[config.mk]
export PLATFORM = sky130hd
export DESIGN_NAME = eight_bit_cpu_alu_with_flags
export DESIGN_NICKNAME = d
export VERILOG_FILES = /design/src/ebcalu_pkg.sv /design/src/ebcalu_core.sv /design/src/eight_bit_cpu_alu_with_flags.sv
export VERILOG_INCLUDE_DIRS = /design/src /design/src/src
export SDC_FILE = /design/constraint.sdc
export NUM_CORES = 1
export LEC_CHECK = 0
export BUFFER_PORTS_ARGS = -buffer_cell sky130_fd_sc_hd__clkbuf_2
export CORE_AREA = 2 2 102 104
export DETAILED_ROUTE_END_ITERATION = 7
export DIE_AREA = 0 0 104 106
export PLACE_DENSITY = 0.86
export SYNTH_ARGS = -nofsm -noshare
export SYNTH_HDL_FRONTEND = slang
export SYNTH_HIERARCHICAL = 1
export SYNTH_SLANG_ARGS = --single-unit
[constraint.sdc]
create_clock -name clk -period 7.7 [get_ports clk]
set_input_delay 1.155 -clock clk [delete_from_list [all_inputs] [get_ports clk]]
set_output_delay 1.155 -clock clk [all_outputs]
set_load 0.05 [all_outputs]
[src/assert_macros.svh]
// Assertion macros shared by the RTL of the 8-bit CPU ALU.
// No dependencies; included by files that carry concurrent checks.
`ifndef ASSERT_MACROS_SVH
`define ASSERT_MACROS_SVH

`ifndef SYNTHESIS
// Checks that an implication holds on every rising clock edge outside reset.
`define EBC_ASSERT(label, clk, rst, prop, msg) \
  label: assert property (@(posedge clk) disable iff (rst) (prop)) else $error(msg);
// Checks that a signal condition holds on every rising clock edge outside reset.
`define EBC_ASSERT_NOW(label, clk, rst, cond, msg) \
  label: assert property (@(posedge clk) disable iff (rst) (cond)) else $error(msg);
`else
`define EBC_ASSERT(label, clk, rst, prop, msg)
`define EBC_ASSERT_NOW(label, clk, rst, cond, msg)
`endif

`endif

[src/ebcalu_pkg.sv]
// Types and constants for the 8-bit CPU ALU.
// No dependencies; used by ebcalu_core and the top level.
`timescale 1ns / 1ps

package ebcalu_pkg;

  typedef enum logic [4:0] {
    KIND_ADD   = 5'd0,
    KIND_ADC   = 5'd1,
    KIND_SUB   = 5'd2,
    KIND_SBC   = 5'd3,
    KIND_AND   = 5'd4,
    KIND_XOR   = 5'd5,
    KIND_OR    = 5'd6,
    KIND_CP    = 5'd7,
    KIND_INC   = 5'd8,
    KIND_DEC   = 5'd9,
    KIND_ADD16 = 5'd10,
    KIND_RLCA  = 5'd11,
    KIND_RRCA  = 5'd12,
    KIND_RLA   = 5'd13,
    KIND_RRA   = 5'd14,
    KIND_DAA   = 5'd15,
    KIND_CPL   = 5'd16,
    KIND_SCF   = 5'd17,
    KIND_CCF   = 5'd18,
    KIND_INC16 = 5'd19,
    KIND_DEC16 = 5'd20
  } alu_kind_t;

  // Flag bit positions within the 4-bit flag nibble.
  localparam int unsigned FLAG_Z = 3;
  localparam int unsigned FLAG_N = 2;
  localparam int unsigned FLAG_H = 1;
  localparam int unsigned FLAG_C = 0;

  // Decimal adjust constants.
  localparam logic [7:0] DAA_LIMIT = 8'h99;
  localparam logic [7:0] DAA_LO    = 8'h06;
  localparam logic [7:0] DAA_HI    = 8'h60;
  localparam logic [3:0] BCD_MAX   = 4'd9;

  typedef struct packed {
    logic [4:0]  kind;
    logic [15:0] first_operand;
    logic [15:0] second_operand;
    logic [3:0]  flags_in;
  } op_t;

  typedef struct packed {
    logic [15:0] result_value;
    logic [3:0]  flags_out;
    logic        writes_result;
  } res_t;

endpackage

[src/ebcalu_core.sv]
// Combinational datapath of the 8-bit CPU ALU: value, flags and write-back.
// Depends on ebcalu_pkg.
`timescale 1ns / 1ps

module ebcalu_core (
  input  ebcalu_pkg::op_t  op,
  output ebcalu_pkg::res_t res
);

  logic [7:0]  a;
  logic [7:0]  b;
  logic [15:0] p;
  logic [15:0] q;
  logic        fz;
  logic        fn;
  logic        fh;
  logic        fc;
  logic        cin;

  logic [8:0]  add9;
  logic [4:0]  add_h;
  logic [8:0]  sub9;
  logic [4:0]  sub_h;
  logic [7:0]  inc8;
  logic [7:0]  dec8;
  logic [16:0] add17;
  logic [12:0] add13;
  logic        daa_hi;
  logic        daa_lo;
  logic [7:0]  daa_val;
  logic [7:0]  r8;

  logic [15:0] r;
  logic [3:0]  nf;
  logic        wr;

  assign a   = op.first_operand[7:0];
  assign b   = op.second_operand[7:0];
  assign p   = op.first_operand;
  assign q   = op.second_operand;
  assign fz  = op.flags_in[ebcalu_pkg::FLAG_Z];
  assign fn  = op.flags_in[ebcalu_pkg::FLAG_N];
  assign fh  = op.flags_in[ebcalu_pkg::FLAG_H];
  assign fc  = op.flags_in[ebcalu_pkg::FLAG_C];

  // Carry in only for adc / sbc.
  assign cin = fc && (op.kind == ebcalu_pkg::KIND_ADC || op.kind == ebcalu_pkg::KIND_SBC);

  assign add9  = {1'b0, a} + {1'b0, b} + {8'd0, cin};
  assign add_h = {1'b0, a[3:0]} + {1'b0, b[3:0]} + {4'd0, cin};
  assign sub9  = {1'b0, a} - {1'b0, b} - {8'd0, cin};
  assign sub_h = {1'b0, a[3:0]} - {1'b0, b[3:0]} - {4'd0, cin};
  assign inc8  = a + 8'd1;
  assign dec8  = a - 8'd1;
  assign add17 = {1'b0, p} + {1'b0, q};
  assign add13 = {1'b0, p[11:0]} + {1'b0, q[11:0]};

  // Decimal adjust: after add, corrections decided on the raw accumulator and flags; after subtract, on H and C alone.
  assign daa_hi = fn ? fc : (fc || (a > ebcalu_pkg::DAA_LIMIT));
  assign daa_lo = fn ? fh : (fh || (a[3:0] > ebcalu_pkg::BCD_MAX));
  assign daa_val = fn
    ? a - (daa_lo ? ebcalu_pkg::DAA_LO : 8'd0) - (daa_hi ? ebcalu_pkg::DAA_HI : 8'd0)
    : a + (daa_lo ? ebcalu_pkg::DAA_LO : 8'd0) + (daa_hi ? ebcalu_pkg::DAA_HI : 8'd0);

  always_comb begin
    r8 = 8'd0;
    r  = 16'd0;
    nf = op.flags_in;
    wr = 1'b1;
    unique case (op.kind)
      ebcalu_pkg::KIND_ADD, ebcalu_pkg::KIND_ADC: begin
        r8 = add9[7:0];
        r  = {8'd0, r8};
        nf = {r8 == 8'd0, 1'b0, add_h[4], add9[8]};
      end
      ebcalu_pkg::KIND_SUB, ebcalu_pkg::KIND_SBC: begin
        r8 = sub9[7:0];
        r  = {8'd0, r8};
        nf = {r8 == 8'd0, 1'b1, sub_h[4], sub9[8]};
      end
      ebcalu_pkg::KIND_CP: begin
        nf = {sub9[7:0] == 8'd0, 1'b1, sub_h[4], sub9[8]};
        wr = 1'b0;
      end
      ebcalu_pkg::KIND_AND: begin
        r8 = a & b;
        r  = {8'd0, r8};
        nf = {r8 == 8'd0, 1'b0, 1'b1, 1'b0};
      end
      ebcalu_pkg::KIND_XOR: begin
        r8 = a ^ b;
        r  = {8'd0, r8};
        nf = {r8 == 8'd0, 1'b0, 1'b0, 1'b0};
      end
      ebcalu_pkg::KIND_OR: begin
        r8 = a | b;
        r  = {8'd0, r8};
        nf = {r8 == 8'd0, 1'b0, 1'b0, 1'b0};
      end
      ebcalu_pkg::KIND_INC: begin
        r  = {8'd0, inc8};
        nf = {inc8 == 8'd0, 1'b0, a[3:0] == 4'hF, fc};
      end
      ebcalu_pkg::KIND_DEC: begin
        r  = {8'd0, dec8};
        nf = {dec8 == 8'd0, 1'b1, a[3:0] == 4'h0, fc};
      end
      ebcalu_pkg::KIND_ADD16: begin
        r  = add17[15:0];
        nf = {fz, 1'b0, add13[12], add17[16]};
      end
      ebcalu_pkg::KIND_RLCA: begin
        r  = {8'd0, a[6:0], a[7]};
        nf = {3'b000, a[7]};
      end
      ebcalu_pkg::KIND_RRCA: begin
        r  = {8'd0, a[0], a[7:1]};
        nf = {3'b000, a[0]};
      end
      ebcalu_pkg::KIND_RLA: begin
        r  = {8'd0, a[6:0], fc};
        nf = {3'b000, a[7]};
      end
      ebcalu_pkg::KIND_RRA: begin
        r  = {8'd0, fc, a[7:1]};
        nf = {3'b000, a[0]};
      end
      ebcalu_pkg::KIND_DAA: begin
        r  = {8'd0, daa_val};
        nf = {daa_val == 8'd0, fn, 1'b0, daa_hi};
      end
      ebcalu_pkg::KIND_CPL: begin
        r  = {8'd0, ~a};
        nf = {fz, 1'b1, 1'b1, fc};
      end
      ebcalu_pkg::KIND_SCF: begin
        nf = {fz, 1'b0, 1'b0, 1'b1};
        wr = 1'b0;
      end
      ebcalu_pkg::KIND_CCF: begin
        nf = {fz, 1'b0, 1'b0, ~fc};
        wr = 1'b0;
      end
      ebcalu_pkg::KIND_INC16: begin
        r = p + 16'd1;
      end
      ebcalu_pkg::KIND_DEC16: begin
        r = p - 16'd1;
      end
      default: begin
        // undefined codes: no write-back, flags pass through
        wr = 1'b0;
      end
    endcase
  end

  assign res.result_value  = r;
  assign res.flags_out     = nf;
  assign res.writes_result = wr;

endmodule

[src/eight_bit_cpu_alu_with_flags.sv]
// Top level of the 8-bit CPU ALU: input register, datapath, result register.
// Depends on ebcalu_pkg, ebcalu_core and assert_macros.svh.
`timescale 1ns / 1ps
`include "assert_macros.svh"

// Usage
//   op channel  (op_valid / op_ready / op): one beat carries an operation code,
//     two 16-bit operands and the incoming Z/N/H/C flags.
//   res channel (res_valid / res_ready / res): one beat per op beat, in order,
//     with the result value, new flags and the write-back strobe.
// Path: an accepted op beat passes the input register, the datapath and the
//   result register, in that order, before it is presented on res.
// Throughput: one beat per cycle, sustained while res_ready stays high; the
//   datapath between the two registers is a single pass of 8/16-bit adders and flag logic.
// Stall: when res_ready is low the result register holds its beat; the input
//   register still takes one more beat, and op_ready drops only when both
//   registers are full and the receiver is stalled.
// Reset (rst, synchronous, active high) empties both registers; op_ready is
//   high in the first cycle after reset. The block holds no other state.
module eight_bit_cpu_alu_with_flags (
  input  logic             clk,
  input  logic             rst,
  input  logic             op_valid,
  output logic             op_ready,
  input  ebcalu_pkg::op_t  op,
  output logic             res_valid,
  input  logic             res_ready,
  output ebcalu_pkg::res_t res
);

  // input register
  logic             s1_valid;
  ebcalu_pkg::op_t  s1;

  // datapath output
  ebcalu_pkg::res_t core_res;

  // result register may load when empty or being drained this cycle
  logic             out_load;

  assign out_load = !res_valid || res_ready;
  // input register frees up when it is empty or hands its beat on
  assign op_ready = !s1_valid || out_load;

  ebcalu_core u_core (
    .op  (s1),
    .res (core_res)
  );

  always_ff @(posedge clk) begin
    if (rst) begin
      s1_valid  <= 1'b0;
      res_valid <= 1'b0;
    end else begin
      if (op_ready) begin
        s1_valid <= op_valid;
      end
      if (out_load) begin
        res_valid <= s1_valid;
      end
    end
    // payload: no reset needed
    if (op_valid && op_ready) begin
      s1 <= op;
    end
    if (out_load && s1_valid) begin
      res <= core_res;
    end
  end

  // Back-pressure only when both stages are full and the receiver stalls.
  `EBC_ASSERT(a_stall_cause, clk, rst, !op_ready |-> (s1_valid && res_valid && !res_ready), "op_ready low without a full stalled pipe")
  // An accepted beat always lands in the input register.
  `EBC_ASSERT(a_accept_lands, clk, rst, (op_valid && op_ready) |=> s1_valid, "accepted beat lost")
  // Beats without write-back carry a zero value.
  `EBC_ASSERT_NOW(a_nowr_zero, clk, rst, !(res_valid && !res.writes_result) || (res.result_value == 16'd0), "non-written result not zero")

endmodule
# [After elaboration in Yosys (flattened, before gate mapping)]
# Cells that the tools add are included.
[totals] register_bits=64
[op_classes] bitwise_logic=5 n_reduce_logical=26 addsub=18 n_lt_le_gt_ge=2 mux=8 eq_ne=21
[ops] op="$pmux 16 s16" count=1
[ops] op="$logic_not 8->1" count=8
[ops] op="$pmux 4 s14" count=1
[ops] op="$eq 5x4->1 const B" count=8
[ops] op="$eq 5x5->1 const B" count=5
[ops] op="$eq 5x3->1 const B" count=4
[ops] op="$reduce_or 18->1" count=1
[ops] op="$add 16x16->17" count=1
[ops] op="$add 16x1->16 const B" count=1
[ops] op="$add 8x8->8" count=2
[ops] op="$sub 16x1->16 const B" count=1
[ops] op="$sub 8x8->8" count=2
[ops] op="$add 12x12->13" count=1
[ops] op="$eq 5x2->1 const B" count=2
[ops] op="$add 8x8->9" count=1
[ops] op="$add 9x1->9" count=1
[ops] op="$sub 8x8->9" count=1
[ops] op="$sub 9x1->9" count=1
[ops] op="$add 8x1->8 const B" count=1
[ops] op="$and 8x8->8" count=1
[ops] op="$gt 8x8->1 const B" count=1
[ops] op="$mux 8" count=1
[ops] op="$not 8->8" count=1
[ops] op="$or 8x8->8" count=1
[ops] op="20 further kinds" count=32

# [Longest topological paths before layout]
[depth] depth_word=9 mapped_depth=15 ltp_nobuf=14

# [By module]
# Netlist, hierarchy kept.
[modules_own_cells] mod="ebcalu_core" cells_each=628 n_inst=1 area_per_inst_um2=4391.7
[modules_own_cells] mod="eight_bit_cpu_alu_with_flags" cells_each=72 n_inst=1 area_per_inst_um2=1965.6

# [Worst setup path before layout]
# No wires, ideal clock.
[synth_path] path_type="register to register" startpoint="reg s1[37] (netlist name)" endpoint="reg res[19] (netlist name) (data pin)" path_buffers=1 period_less_slack_ns=4.130 t_arrival_ns=3.856 path_slack_ns=3.570 path_stages_with_launch=12 cell_sequence="edfxtp_1 > buf_2 > or3b_2 > nor3_1 > ha_1 > a21oi_1 > o211ai_1 > a21o_1 > o41ai_1 > o21ai_0 > xnor2_1 > o22ai_1"
[synth_lines] element="start, declared" line_no="eight_bit_cpu_alu_with_flags.sv:33" text="ebcalu_pkg::op_t s1;"
[synth_lines] element="start signal, assigned" line_no="eight_bit_cpu_alu_with_flags.sv:64" text="s1 <= op;"
[synth_lines] element="end signal, assigned" line_no="eight_bit_cpu_alu_with_flags.sv:67" text="res <= core_res;"
[synth_lines] element="end, declared" line_no="eight_bit_cpu_alu_with_flags.sv:28" text="output ebcalu_pkg::res_t res"

==> impl_results.md <==
* Clock skew at 13.60 ps
* CP endpoint: res[19]
* Crit path max-delay family: simple AND/OR/NAND/NOR gates
* Crit. End Element: flop
* Routed WL at 20.47 mm
* Final Non-Filler Cells at 886
* Reg2reg setup slack at 2960 ps
* RSZ-0062 raised after global routing: false
* Pre-antenna DRT Iters at 5
* DR iter-0 viols at roughly 660
* Syn_area_per_cell at a little over 9 µm²
* HP Class: flop to flop
* R2r endpoint: res[19]
* DRC Markers at 0
* Cell area after synthesis at 6357 µm²
* Worst path required time at 7790 ps
* First-pass GRT wire length at around 32 mm
* FMAX at 210.8 MHz
* Critical Path Source: s1[38]
* Clk_lat worst skew at ~370 ps
* Critical path class: flop to flop
* Top_reg_cell synth: edfxtp_1
* Wire length per cell at between 20 and 25 µm
* Largest net degree at the start of global routing at 42
* Post-synthesis sequential area ratio at 0.2992
* CP bufs+invs at 0
* Final worst path period share at 0.6161
* CP Launch Type: flop
* Die X at 104 µm
* Hold Fails Final Rpt at 0
* Worst r2r src: s1[38]
* Clock sink count at 64
* Status: completed
* Core ar. at 10000 µm²
* Number of global-route vias before repair at 5,839
* Crit path time final at 4744 ps
* Syn_nets at 821
* YS warnings at 6
* Placer's final routability congestion estimate at 1.033
* Worst EP arrival at 4830 ps
* CTS buffer count at 9
* Initial antenna violation count at 0
* Layout cell share with drive strength beyond 1 at 0.1533
* Maxcap violations at 0
* Port bufs at 67
* Clk slew on worst S/H paths at ~70 ps
* Stages on worst setup path at 10
* Dpl cells at 872
* Postcts setup bufs at 0
* # hold bufs at CTS at 0
* Area grow syn2layout at 8.227%
* Fin. max-slew vios at 0
* Synth cell types at 82
* Relative slew slack at 0.1552
* Die area at 11,020 µm²
* Root Buffer: clkbuf_8
* Slowest library cell on the worst path: nor3_2
* Largest stage delay, worst path at 970 ps
* Io pins at 68
* N_diodes at 0
* Leak at between 0.002 and 0.003 µW
* Total grt overflow at 0
* Max H-tree Level at 3
* Die H at 106 µm
* Ys async rst share at 0
* EDFF count, synth at between 60 and 70
* Row cnt at 37
* HPWL after detailed placement at around 15 mm
* Final nets at 868
* CTS tree: done
* Antenna Nets Post-Route at 0
* # resized after CTS at 0
* Most common cell after layout, fill and taps aside: ha_1
* Setup Viol. Count Final at 0
* Initial Utilization at 0.6358
* Overall Global Routing Usage at 0.3804
* Measured slew at the worst slew-check pin at 1260 ps
* Final Cell Area at 6880 µm²
* Crit-path cells: or3b_2, nor3_2, ha_1, a21oi_1, o211ai_1, a21o_1, o41ai_1, o21ai_0, xnor2_1, o22ai_1
* PD cells at 153.0 nW/µm²
* Vias per inst at just under 7
* Tot Pwr at 1053 µW
* Most frequent cells in the layout: ha_1 (69), clkbuf_2 (67), edfxtp_1 (62)
* Worst-path fanout max at 21
* Synth Register Bits at 64
* Max Root-Sink Buffers at 2
* Reg2Reg Depth at 10
* Detailed-route via count at roughly 6,000
* Placed cell area at 6730 µm²
* Final TNS setup at 0 ps
* Peak VDD IR at roughly 0.12 mV
* Syn Inst Count at 700
[where the power goes]
part           internal, µW  switching (µW)  total (µW)
logic                   136             232         368
clock network           110             135         245
registers               409            30.4         439
[through the flow]
step | util | hold WS, ps | setup WS (ps)
after floorplan | - | 462.5 | 3570
after global placement | 0.6730 | 471.3 | 3311
after detailed placement | 0.6730 | 484.0 | 3156
after CTS | 0.6881 | 496.0 | 3095
after global routing | 0.6881 | 523.5 | 2723
final | 0.6881 | 492.3 | 2956
[sequential cells by signal, summed over array words and instances (netlist names)]
name	cells
res_valid	1
res	21
s1	41
s1_valid	1
[worst min-delay path by stage]
stage / start / end / cells after the start
finish: s1_valid / res_valid / 2
global route: s1_valid / res_valid / 2
CTS: s1_valid / res_valid / 2
detailed placement: s1_valid / res_valid / 2
global placement: s1_valid / res_valid / 2
floorplan: s1_valid / res_valid / 2
[synthesized netlist by cell type (3+ instances only)]
library cell  number  share of area
nor3_1            15          0.012
or3_1              6         0.0059
o221ai_1           7         0.0096
a21boi_0           3         0.0035
a311oi_1           3         0.0041
o211ai_1           9          0.011
nand2_1           50          0.030
buf_4              4         0.0047
nor2_1            49          0.029
and3_1             5         0.0049
a21oi_1           45          0.035
o21ai_0           37          0.029
clkbuf_1          14         0.0083
or2_2              5         0.0049
xnor2_1           38          0.052
o21ai_1            4         0.0031
o22ai_1           12          0.012
mux2i_1            7          0.011
a2111oi_0          3         0.0041
a222oi_1           3         0.0047
a21o_1            12          0.014
nand2b_1          10         0.0098
xor2_1            17          0.023
a31oi_1            9         0.0089
fa_1               7          0.022
nand3b_1           4         0.0047
nor2b_1           10         0.0098
edfxtp_1          62           0.29
nand3_1           20          0.016
nor4b_1            4         0.0055
a211oi_1           7         0.0083
inv_1             45          0.027
a211o_1            3         0.0041
buf_2             16          0.013
a22oi_1            9          0.011
ha_1              69           0.14
nand4_1           10         0.0098
nor4_1             7         0.0069
a221oi_1           7         0.0096
[logic make-up after synthesis]
family                     share of synthesized area
AOI/OAI and AO/OA                             0.2234
xor gates and xnor gates                     0.07577
adders and majority gates                     0.1578
buffers and inverters                        0.05393
DFF                                           0.2992
muxes                                        0.01102
and+or+nand+nor                               0.1789
[layout make-up]
type                            count  area, µm²
Inverter                           45      168.9
Timing Repair Buffer               71      365.4
Clock buffer                        9      123.9
Tap cell                          136      170.2
Sequential cell                    64       1902
Fill cell                         817       3119
Clock inverter                      5      26.28
Multi-Input combinational cell    556       4124
[worst register-to-register path: stages, from the launching register on]
cell      delay, ps
edfxtp_1        740
or3b_2          590
nor3_2          970
ha_1            480
a21oi_1         260
o211ai_1        220
a21o_1          230
o41ai_1         440
o21ai_0         270
xnor2_1         200
o22ai_1          90
[layer usage]
layer | global-route usage | vias up | wire [µm] | share of wire
met5 | 0 | - | 0 | 0
li1 | - | 2714 | - | -
met2 | 0.6133 | 381 | 9540 | 0.47
met3 | 0.08216 | 72 | 1964 | 0.096
met1 | 0.4843 | 2835 | 7993 | 0.39
met4 | 0.1940 | 0 | 976 | 0.048
Note: power is estimated with default switching activity, not from simulation.
